==> config.mk <==
export PLATFORM = sky130hd
export DESIGN_NAME = spectral_band_shake_detector
export DESIGN_NICKNAME = d
export VERILOG_FILES = /design/src/design/sbsd_pkg.sv /design/src/design/spectral_band_shake_detector.sv /design/src/design/sbsd_bin_stage.sv /design/src/design/sbsd_accum.sv
export SDC_FILE = /design/constraint.sdc
export NUM_CORES = 1
export LEC_CHECK = 0
export BUFFER_PORTS_ARGS = -buffer_cell sky130_fd_sc_hd__buf_4
export CORE_ASPECT_RATIO = 0.6
export CORE_MARGIN = 2
export CORE_UTILIZATION = 42
export CTS_BUF_LIST = sky130_fd_sc_hd__clkbuf_8
export CTS_CLUSTER_DIAMETER = 120
export DETAILED_ROUTE_END_ITERATION = 8
export PLACE_DENSITY_LB_ADDON = 0.15
export SLEW_MARGIN = 20
export SYNTH_ARGS = -nofsm -noshare
export SYNTH_HDL_FRONTEND = slang
export SYNTH_SLANG_ARGS = --single-unit
==> constraint.sdc <==
create_clock -name clk -period 5.39 [get_ports clk]
set_input_delay 0.2695 -clock clk [delete_from_list [all_inputs] [get_ports clk]]
set_output_delay 0.2695 -clock clk [all_outputs]
set_load 0.005 [all_outputs]
==> src/design/sbsd_pkg.sv <==
// Shared types, constants and helper functions for the spectral band shake detector.
// Has no dependencies; every other design file imports it.
`timescale 1ns / 1ps

package sbsd_pkg;

  localparam int BIN_COUNT  = 512;
  localparam int BIN_W      = 9;
  localparam int CNT_W      = 10;
  localparam int MAG_W      = 24;
  localparam int FREQ_W     = 14;
  localparam int CFG_IDX_W  = 2;
  localparam int CFG_DATA_W = 24;
  localparam int TDATA_IN_W  = 24;
  localparam int TDATA_OUT_W = 72;

  localparam logic [BIN_W-1:0] BAND_LOW_RESET  = BIN_W'(10);
  localparam logic [BIN_W-1:0] BAND_HIGH_RESET = BIN_W'(25);
  localparam logic [MAG_W-1:0] THRESHOLD_RESET = MAG_W'(62915);

  typedef enum logic [CFG_IDX_W-1:0] {
    REG_BAND_LOW        = 2'd0,
    REG_BAND_HIGH       = 2'd1,
    REG_SHAKE_THRESHOLD = 2'd2
  } cfg_reg_t;

  // One registered bin on its way into the accumulator.
  typedef struct packed {
    logic [MAG_W-1:0] mag;
    logic             last;
    logic             counted;
    logic             band_hit;
    logic [BIN_W-1:0] idx;
  } bin_item_t;

  // Result record; the first member sits in the highest bits, so shake lands in bit 0.
  typedef struct packed {
    logic [MAG_W-1:0]  band_max;
    logic [MAG_W-1:0]  peak_magnitude;
    logic [FREQ_W-1:0] peak_freq_q4;
    logic [BIN_W-1:0]  peak_bin;
    logic              shake;
  } result_t;

  // Band bounds are limited to the last bin of the spectrum.
  function automatic logic [BIN_W-1:0] clamp_bin(input logic [BIN_W-1:0] b);
    logic [CNT_W-1:0] wide;
    wide = {1'b0, b};
    if (wide > CNT_W'(BIN_COUNT - 1)) begin
      return BIN_W'(BIN_COUNT - 1);
    end
    return b;
  endfunction

  // Peak frequency in Hz with 4 fraction bits: bin * 12800 / 512 = bin * 25 = 16b + 8b + b.
  function automatic logic [FREQ_W-1:0] peak_freq(input logic [BIN_W-1:0] b);
    logic [FREQ_W-1:0] w;
    w = FREQ_W'(b);
    return (w << 4) + (w << 3) + w;
  endfunction

endpackage

==> src/design/spectral_band_shake_detector.sv <==
// Top level of the spectral band shake detector: configuration registers and the
// two pipeline stages. Depends on sbsd_pkg, sbsd_bin_stage and sbsd_accum.
`timescale 1ns / 1ps
//
//  Channel   Direction  Handshake          Payload
//  --------  ---------  -----------------  ------------------------------------------
//  s_*       in         s_tvalid/s_tready  s_tdata: bin_magnitude; s_tlast: last_bin
//  m_*       out        m_tvalid/m_tready  m_tdata: shake, peak_bin, peak_freq_q4,
//                                          peak_magnitude, band_max
//  cfg_*     in         cfg_valid/ready    cfg_index: register, cfg_data: value
//
//  One bin is taken in every cycle while s_tready is high. The input register takes a
//  bin at its transfer; the accumulator then compares it and, for the last bin, loads
//  the output register, which raises m_tvalid.
//  Reset (rst, synchronous) clears the frame state, the shake flag and both valid
//  flags, and loads the register defaults. There is no clearing pass.
//  A result waiting on m_tready stalls only the next last bin; ordinary bins keep
//  flowing into the running maxima, so s_tready drops only in that case.
//
module spectral_band_shake_detector (
  input  logic                              clk,
  input  logic                              rst,
  input  logic                              s_tvalid,
  output logic                              s_tready,
  input  logic [sbsd_pkg::TDATA_IN_W-1:0]   s_tdata,   // [23:0] bin_magnitude
  input  logic                              s_tlast,   // last_bin
  output logic                              m_tvalid,
  input  logic                              m_tready,
  // [0] shake, [9:1] peak_bin, [23:10] peak_freq_q4, [47:24] peak_magnitude,
  // [71:48] band_max
  output logic [sbsd_pkg::TDATA_OUT_W-1:0]  m_tdata,
  input  logic                              cfg_valid,
  output logic                              cfg_ready,
  input  logic [sbsd_pkg::CFG_IDX_W-1:0]    cfg_index,
  input  logic [sbsd_pkg::CFG_DATA_W-1:0]   cfg_data
);
  import sbsd_pkg::*;

  logic [BIN_W-1:0] band_low_bin;
  logic [BIN_W-1:0] band_high_bin;
  logic [MAG_W-1:0] shake_threshold;

  logic      item_valid;
  bin_item_t item;
  logic      advance;

  // Register writes are always accepted; writes to unused indexes are dropped.
  assign cfg_ready = 1'b1;

  always_ff @(posedge clk) begin
    if (rst) begin
      band_low_bin    <= BAND_LOW_RESET;
      band_high_bin   <= BAND_HIGH_RESET;
      shake_threshold <= THRESHOLD_RESET;
    end else if (cfg_valid && cfg_ready) begin
      case (cfg_reg_t'(cfg_index))
        REG_BAND_LOW:        band_low_bin    <= cfg_data[BIN_W-1:0];
        REG_BAND_HIGH:       band_high_bin   <= cfg_data[BIN_W-1:0];
        REG_SHAKE_THRESHOLD: shake_threshold <= cfg_data[MAG_W-1:0];
        default: ;
      endcase
    end
  end

  // Stage one numbers each bin and tags band membership with the bounds in force
  // at its transfer.
  sbsd_bin_stage u_bin_stage (
    .clk        (clk),
    .rst        (rst),
    .s_tvalid   (s_tvalid),
    .s_tready   (s_tready),
    .s_tdata    (s_tdata),
    .s_tlast    (s_tlast),
    .band_low   (band_low_bin),
    .band_high  (band_high_bin),
    .advance    (advance),
    .item_valid (item_valid),
    .item       (item)
  );

  // Stage two folds the bin into the running maxima and, on the last bin, makes the
  // hysteresis decision and loads the output register.
  sbsd_accum u_accum (
    .clk             (clk),
    .rst             (rst),
    .item_valid      (item_valid),
    .item            (item),
    .shake_threshold (shake_threshold),
    .advance         (advance),
    .m_tvalid        (m_tvalid),
    .m_tready        (m_tready),
    .m_tdata         (m_tdata)
  );

endmodule

==> src/design/sbsd_bin_stage.sv <==
// Input register of the shake detector: takes one bin per transfer, numbers it
// and tags whether it falls inside the configured band. Depends on sbsd_pkg.
`timescale 1ns / 1ps

module sbsd_bin_stage (
  input  logic                          clk,
  input  logic                          rst,
  input  logic                          s_tvalid,
  output logic                          s_tready,
  input  logic [sbsd_pkg::TDATA_IN_W-1:0] s_tdata,   // [23:0] bin_magnitude
  input  logic                          s_tlast,
  input  logic [sbsd_pkg::BIN_W-1:0]    band_low,
  input  logic [sbsd_pkg::BIN_W-1:0]    band_high,
  input  logic                          advance,
  output logic                          item_valid,
  output sbsd_pkg::bin_item_t           item
);
  import sbsd_pkg::*;

  logic [CNT_W-1:0] bin_counter;
  logic             take;
  logic             counting;
  logic [BIN_W-1:0] idx;
  logic [BIN_W-1:0] lo;
  logic [BIN_W-1:0] hi;

  assign s_tready = !item_valid || advance;
  assign take     = s_tvalid && s_tready;
  assign counting = bin_counter < CNT_W'(BIN_COUNT);
  assign idx      = bin_counter[BIN_W-1:0];
  assign lo       = clamp_bin(band_low);
  assign hi       = clamp_bin(band_high);

  always_ff @(posedge clk) begin
    if (rst) begin
      item_valid  <= 1'b0;
      bin_counter <= '0;
    end else begin
      if (take) begin
        item_valid <= 1'b1;
      end else if (advance) begin
        item_valid <= 1'b0;
      end
      if (take) begin
        if (s_tlast) begin
          bin_counter <= '0;
        end else if (counting) begin
          bin_counter <= bin_counter + CNT_W'(1);
        end
      end
    end
  end

  always_ff @(posedge clk) begin
    if (take) begin
      item.mag      <= s_tdata[MAG_W-1:0];
      item.last     <= s_tlast;
      item.counted  <= counting;
      item.band_hit <= counting && (idx >= lo) && (idx <= hi);
      item.idx      <= idx;
    end
  end

  property p_counter_bounded;
    @(posedge clk) disable iff (rst) bin_counter <= CNT_W'(BIN_COUNT);
  endproperty
  a_counter_bounded: assert property (p_counter_bounded)
    else $error("bin counter ran past the spectrum length");

  property p_hit_needs_count;
    @(posedge clk) disable iff (rst) (item_valid && item.band_hit) |-> item.counted;
  endproperty
  a_hit_needs_count: assert property (p_hit_needs_count)
    else $error("band hit on a bin beyond the spectrum length");

  property p_last_restarts;
    @(posedge clk) disable iff (rst) (take && s_tlast) |=> (bin_counter == '0);
  endproperty
  a_last_restarts: assert property (p_last_restarts)
    else $error("bin counter did not restart after the last bin");

endmodule

==> src/design/sbsd_accum.sv <==
// Running peak and band maximum, hysteresis decision and output register of the
// shake detector. Depends on sbsd_pkg.
`timescale 1ns / 1ps

module sbsd_accum (
  input  logic                           clk,
  input  logic                           rst,
  input  logic                           item_valid,
  input  sbsd_pkg::bin_item_t            item,
  input  logic [sbsd_pkg::MAG_W-1:0]     shake_threshold,
  output logic                           advance,
  output logic                           m_tvalid,
  input  logic                           m_tready,
  output logic [sbsd_pkg::TDATA_OUT_W-1:0] m_tdata
);
  import sbsd_pkg::*;

  logic [MAG_W-1:0] running_peak;
  logic [BIN_W-1:0] running_peak_bin;
  logic [MAG_W-1:0] running_band_max;
  logic             shaking_flag;
  result_t          result;

  logic [MAG_W-1:0] peak_next;
  logic [BIN_W-1:0] peak_bin_next;
  logic [MAG_W-1:0] band_max_next;
  logic             shake_now;
  logic             load_result;

  // A last bin needs the output slot; other bins only fold into the running state.
  assign advance     = item_valid && (!item.last || !m_tvalid || m_tready);
  assign load_result = advance && item.last;

  always_comb begin
    peak_next     = running_peak;
    peak_bin_next = running_peak_bin;
    band_max_next = running_band_max;
    if (item.counted && (item.mag > running_peak)) begin
      peak_next     = item.mag;
      peak_bin_next = item.idx;
    end
    if (item.band_hit && (item.mag > running_band_max)) begin
      band_max_next = item.mag;
    end
    // While shaking, the exit level is half the threshold, compared as twice the band max.
    if (shaking_flag) begin
      shake_now = {band_max_next, 1'b0} >= {1'b0, shake_threshold};
    end else begin
      shake_now = band_max_next >= shake_threshold;
    end
  end

  always_ff @(posedge clk) begin
    if (rst) begin
      m_tvalid         <= 1'b0;
      shaking_flag     <= 1'b0;
      running_peak     <= '0;
      running_peak_bin <= '0;
      running_band_max <= '0;
    end else begin
      if (load_result) begin
        m_tvalid <= 1'b1;
      end else if (m_tvalid && m_tready) begin
        m_tvalid <= 1'b0;
      end
      if (advance) begin
        if (item.last) begin
          shaking_flag     <= shake_now;
          running_peak     <= '0;
          running_peak_bin <= '0;
          running_band_max <= '0;
        end else begin
          running_peak     <= peak_next;
          running_peak_bin <= peak_bin_next;
          running_band_max <= band_max_next;
        end
      end
    end
  end

  always_ff @(posedge clk) begin
    if (load_result) begin
      result.shake          <= shake_now;
      result.peak_bin       <= peak_bin_next;
      result.peak_freq_q4   <= peak_freq(peak_bin_next);
      result.peak_magnitude <= peak_next;
      result.band_max       <= band_max_next;
    end
  end

  assign m_tdata = result;

  property p_frame_cleared;
    @(posedge clk) disable iff (rst)
      load_result |=> (running_peak == '0 && running_peak_bin == '0 &&
                       running_band_max == '0);
  endproperty
  a_frame_cleared: assert property (p_frame_cleared)
    else $error("frame state not cleared after a result");

  property p_band_below_peak;
    @(posedge clk) disable iff (rst) running_band_max <= running_peak;
  endproperty
  a_band_below_peak: assert property (p_band_below_peak)
    else $error("band maximum exceeds global peak");

  property p_result_consistent;
    @(posedge clk) disable iff (rst)
      m_tvalid |-> (result.band_max <= result.peak_magnitude &&
                    result.peak_freq_q4 == peak_freq(result.peak_bin));
  endproperty
  a_result_consistent: assert property (p_result_consistent)
    else $error("result record is inconsistent");

endmodule

After elaboration in Yosys (flattened, before gate mapping)
Cells that the tools add are included.
{"block": "word_totals", "word_cells": 68, "ff_bits": 220}
{"block": "classes", "addsub": 3, "n_reduce_logical": 23, "order_cmp": 7, "n_eq_ne": 2, "mux": 13}
{"operator": "24-bit two-way mux", "n": 4}
{"operator": "24-bit > comparator", "n": 2}
{"operator": "25-bit by 24-bit greater-or-equal comparator with 1-bit output", "n": 1}
{"operator": "24-bit greater-or-equal comparator", "n": 1}
{"operator": "10-bit two-way mux", "n": 2}
{"operator": "9-bit two-way mux", "n": 2}
{"operator": "13-bit by 12-bit adder with 14-bit output", "n": 1}
{"operator": "14-bit by 9-bit adder with 14-bit output", "n": 1}
{"operator": "10-bit by 1-bit adder with 10-bit output, second input constant", "n": 1}
{"operator": "10-bit < comparator, second input constant", "n": 1}
{"operator": "2-bit AND reduction", "n": 5}
{"operator": "9-bit greater-or-equal comparator", "n": 1}
{"operator": "9-bit <= comparator", "n": 1}
{"operator": "1-bit logical AND", "n": 8}
{"operator": "2-bit nonzero test", "n": 3}
{"operator": "1-bit two-way mux", "n": 5}
{"operator": "1-bit logical NOT", "n": 3}
{"operator": "1-bit logical OR", "n": 3}
{"operator": "2-bit by 1-bit equality test with 1-bit output, second input constant", "n": 1}
{"operator": "2-bit equality test, second input constant", "n": 1}
{"operator": "2-bit logical NOT", "n": 1}

Longest topological paths before layout
{"block": "logic_depth", "word_depth": 7, "ltp_mapped": 21}

Cells and area by module
A second synthesis with hierarchy kept.
{"block": "hier_totals", "cells_unflattened": 1013, "area_unflattened_um2": 11312.1}
{"module": "sbsd_accum", "cells_per_inst": 678, "seq_area_each_um2": 3253.1, "n_inst": 1, "area_each_um2": 7497.2}
{"module": "sbsd_bin_stage", "cells_per_inst": 158, "seq_area_each_um2": 1301.2, "n_inst": 1, "area_each_um2": 2044.5}
{"module": "spectral_band_shake_detector", "cells_per_inst": 177, "seq_area_each_um2": 840.8, "n_inst": 1, "area_each_um2": 1770.4}

Worst setup path after synthesis
Ideal clock, no wire load.
{"block": "synth_path", "path_type": "register to register", "from": "register, netlist name u_bin_stage.item[21]", "to": "register u_accum.result (netlist bit u_accum.m_tdata[22]) (data pin)", "stages_incl_launch_ff": 21, "setup_time_ns": 0.265, "synth_period_minus_slack_ns": 4.676, "t_arrival_ns": 4.411, "path_buffers": 1, "slack_ns": 0.714, "path_cell_list": "edfxtp_1 > ha_1 > a21o_1 > a21o_1 > a211o_1 > a221o_1 > o21ai_2 > buf_2 > mux2i_1 > inv_1 > fa_1 > ha_1 > inv_1 > fa_1 > inv_1 > a21oi_1 > o21bai_1 > a21o_1 > a21oi_1 > o21ai_0 > xor2_1"}
{"block": "synth_between", "elab_chain_len": 5}
{"element": "24-bit > comparator *", "line": "sbsd_accum.sv:38", "rtl": "if (item.counted && (item.mag > running_peak)) begin"}
{"element": "1-bit logical AND *", "line": "sbsd_accum.sv:38"}
{"element": "9-bit two-way mux *", "line": "sbsd_accum.sv:38"}
{"element": "net u_accum.peak_bin_next[4]", "line": "sbsd_accum.sv:25", "rtl": "logic [BIN_W-1:0] peak_bin_next;"}
{"element": "13-bit by 12-bit adder with 14-bit output", "line": "sbsd_pkg.sv:59", "rtl": "return (w << 4) + (w << 3) + w;"}
{"element": "14-bit by 9-bit adder with 14-bit output *", "line": "sbsd_pkg.sv:59"}
{"element": "to (decl)", "line": "sbsd_accum.sv:22", "rtl": "result_t result;"}
The timed path passes the listed nets; every way through them passes the cells marked *.
A chain may end at the register's enable or synchronous reset.

Worst setup path after layout
{"block": "layout_path", "from": "register, netlist name u_bin_stage.item[21]", "to": "register u_accum.result (netlist bit u_accum.m_tdata[22]) (data pin)"}
{"block": "layout_between", "elab_chain_len": 5}
{"element": "24-bit > comparator *", "line": "sbsd_accum.sv:38"}
{"element": "1-bit logical AND *", "line": "sbsd_accum.sv:38"}
{"element": "9-bit two-way mux *", "line": "sbsd_accum.sv:38"}
{"element": "net u_accum.peak_bin_next[4]", "line": "sbsd_accum.sv:25"}
{"element": "13-bit by 12-bit adder with 14-bit output", "line": "sbsd_pkg.sv:59"}
{"element": "14-bit by 9-bit adder with 14-bit output *", "line": "sbsd_pkg.sv:59"}
Marked as above.

==> qor.yml <==
status:
  status: "complete, no violations"
clock_network:
  cts_root_buf: "clkbuf_8"
  cts.sinks: 217
  ctsResizeCount: 0
  numCtsBuffers: 35
  insertion_delay_ps: 540
  cts.htree.levels: 2
  path_clk_slew_ps: 60
  cts_tree: "yes"
  cts_buffer_depth: 3
timing:
  fmax_mhz: 196
  slew_violations: 0
  fin_crit_sh_pct: 94.6
  grt_setup_unrepaired: "false"
  fin_tns_setup_ps: 0
  clock_skew_ps: 19.4
  setup_viol: 0
  finalWorstPathRequiredPeriod_ps: 5100
  finalHoldViolCount: 0
  tightest_slew_ps: 1060
  max_slew_margin_pct: 28.6
placed_design:
  portBuffers: 129
  place_area_um2: 12300
  globalplace.congestion: 0.840
  hpwl_um: 19600
  dp_cells: 1469
run:
  maxCapViolations: 0
logic_synthesis:
  avgSynthCellArea_um2: 10.8
  syn-cell-area_um2: 11000
  yosysWarnings: 0
  async_flop_share_pct: 0
  synthesis.instances: 1012
  yosys_register_bits: 217
  yosysSeqAreaShare_pct: 49.1
  synth_nets: 1202
  synth_edf_count: 105
  synth_ff_type: "dfxtp_1"
  synth_cell_type_count: 58
setup_path:
  worst-path-max-fanout: 11
  regToRegSetupSlack_ps: 290
  cp.required_ps: 5660
  cp-end-kind: "flip-flop"
  cp-start-kind: "flip-flop"
  critPathKind: "reg2reg"
  crit_arrival_ps: 5370
worst_hold_path:
  hold_path_class: "in2reg"
global_routing:
  grt_first_pass_wirelength_um: 42900
  first_global_vias: 7758
  grt_max_degree: 55
  antenna_found_initial: 0
  grt_overflow: 0
  grtUsageTotal_pct: 20.2
power:
  leakage_nw: 5.72
  peakVddDrop_mv: 0.165
  powerDensity_nw_per_um2: 275
layout:
  stdcell_count: 1581
  fin_area_um2: 13500
  multi_input_area_um2: 5030
  nNetsFinal: 1394
  drive_gt1_share_pct: 19.0
  area_growth_pct: 22.9
  nFillCells: 2343
  layout_common_cells: "142 x buf_4, 129 x ha_1, 124 x inv_1"
  final_util_pct: 52.9
  register_area_um2: 5400
  antennaDiodeCount: 0
  final_common_cell: "buf_4"
floorplan:
  initial_core_util_pct: 43.0
  die_y_um: 129
  coreArea_um2: 25500
  core.rowCount: 45
  die_x_um: 213
  ioPinCount: 131
  die_area_um2: 27500
detailed_routing:
  drtIter0Drc: 507
  drtAntennaViolNets: 0
  drc: 0
  first_pass_iters: 5
  via_per_inst: 5.12
  wl_per_cell_um: 17.3
  routed_wl_um: 27400
  vias: 8093
synthesized netlist by cell type (6+ instances only):
cell | number | share of area, %
a211oi_1 | 12 | 0.82
buf_2 | 12 | 0.55
nor2_1 | 51 | 1.7
nand4_1 | 19 | 1.1
xor2_1 | 9 | 0.72
nand2_1 | 86 | 2.9
o21ai_0 | 47 | 2.1
a21o_1 | 16 | 1.1
clkbuf_1 | 16 | 0.55
a22o_1 | 56 | 4.5
mux2_2 | 30 | 3.1
ha_1 | 129 | 15
inv_1 | 112 | 3.8
nor3_1 | 7 | 0.32
edfxtp_1 | 105 | 29
a21oi_1 | 63 | 2.9
o211ai_1 | 6 | 0.41
xnor2_1 | 6 | 0.48
dfxtp_1 | 112 | 20
nand3_1 | 10 | 0.46
nor2b_1 | 7 | 0.40
o21a_1 | 6 | 0.41
a211o_1 | 13 | 1.0
mux2i_1 | 10 | 0.91
nand2b_1 | 8 | 0.46
cells by family after synthesis:
kind of cell | count (synthesis) | synth area share [%]
compound gates | 247 | 15.7
flops | 217 | 49.1
simple gates | 209 | 8.81
buf+inv | 149 | 5.54
fa+ha+maj | 134 | 15.6
mux | 40 | 3.99
xor+xnor | 15 | 1.20
other cells | 1 | 0.0342
critical path: stages (launching register included):
cell	delay (ps)
edfxtp_1	470
ha_1	350
a21o_1	180
a21o_1	170
a211o_1	290
a221o_1	360
o21ai_4	380
mux2i_1	340
inv_1	170
fa_1	570
ha_1	170
inv_1	50
fa_1	400
inv_1	80
a21oi_1	60
o21bai_1	200
a21o_1	150
a21oi_1	80
o21ai_0	240
xor2_1	90
flip-flops by register name, summed over array words and instances, names as in the netlist:
| register | cells |
|---|---|
| band_low_bin | 9 |
| u_bin_stage.item_valid | 1 |
| shake_threshold | 24 |
| u_accum.m_tdata | 69 |
| u_accum.running_band_max | 24 |
| u_accum.m_tvalid | 1 |
| u_bin_stage.bin_counter | 10 |
| u_bin_stage.item | 36 |
| u_accum.shaking_flag | 1 |
| band_high_bin | 9 |
| u_accum.running_peak_bin | 9 |
| u_accum.running_peak | 24 |
final cells by class:
cell class	count	area share (%)
Tap cell	352	3.26
Timing Repair Buffer	192	11.6
Clock inverter	22	0.695
Inverter	112	3.12
Multi-Input combinational cell	646	37.3
Clock buffer	40	4.08
Sequential cell	217	40.0
metrics by stage:
stage | worst slack [ps] | hold slack [ps] | total power, mW
finish | 290 | 170 | 3.71
CTS | 311 | 193 | 3.76
detailed placement | 362 | 448 | 2.35
global placement | 436 | 446 | 2.35
floorplan | 714 | 368 | 2.17
global route | 14.7 | 179 | 3.89
path summary, 6_finish.rpt:
path,startpoint,end,depth (start not counted)
setup / recovery,u_bin_stage.item[21]$_DFFE_PP_,u_accum.m_tdata[22]$_DFFE_PP_,19
hold reg to reg,shake_threshold[2]$_SDFFE_PP0P_,shake_threshold[2]$_SDFFE_PP0P_,2
setup reg to reg,u_bin_stage.item[21]$_DFFE_PP_,u_accum.m_tdata[22]$_DFFE_PP_,19
hold / removal,cfg_index[0],band_low_bin[3]$_SDFFE_PP1P_,4
power by group:
group | leakage (nW) | switching (mW) | internal (mW) | total, mW
Combinational | 3.43 | 0.274 | 0.236 | 0.510
Sequential | 1.91 | 0.0404 | 1.80 | 1.84
Clock | 0.380 | 0.678 | 0.680 | 1.36
metal layers:
metal	up-vias	part of all wire (%)	global-route usage (%)
met4	0	1.8	5.18
met3	43	4.6	3.59
met5	-	0	0
met1	3825	53	31.8
li1	4033	-	-
met2	192	40	28.1
what timing repair did:
action	in CTS	in global routing
buffers inserted	0	0
hold buffers	50	0
hold endpoints to repair	62	0
(Power assumes the default switching activity.)
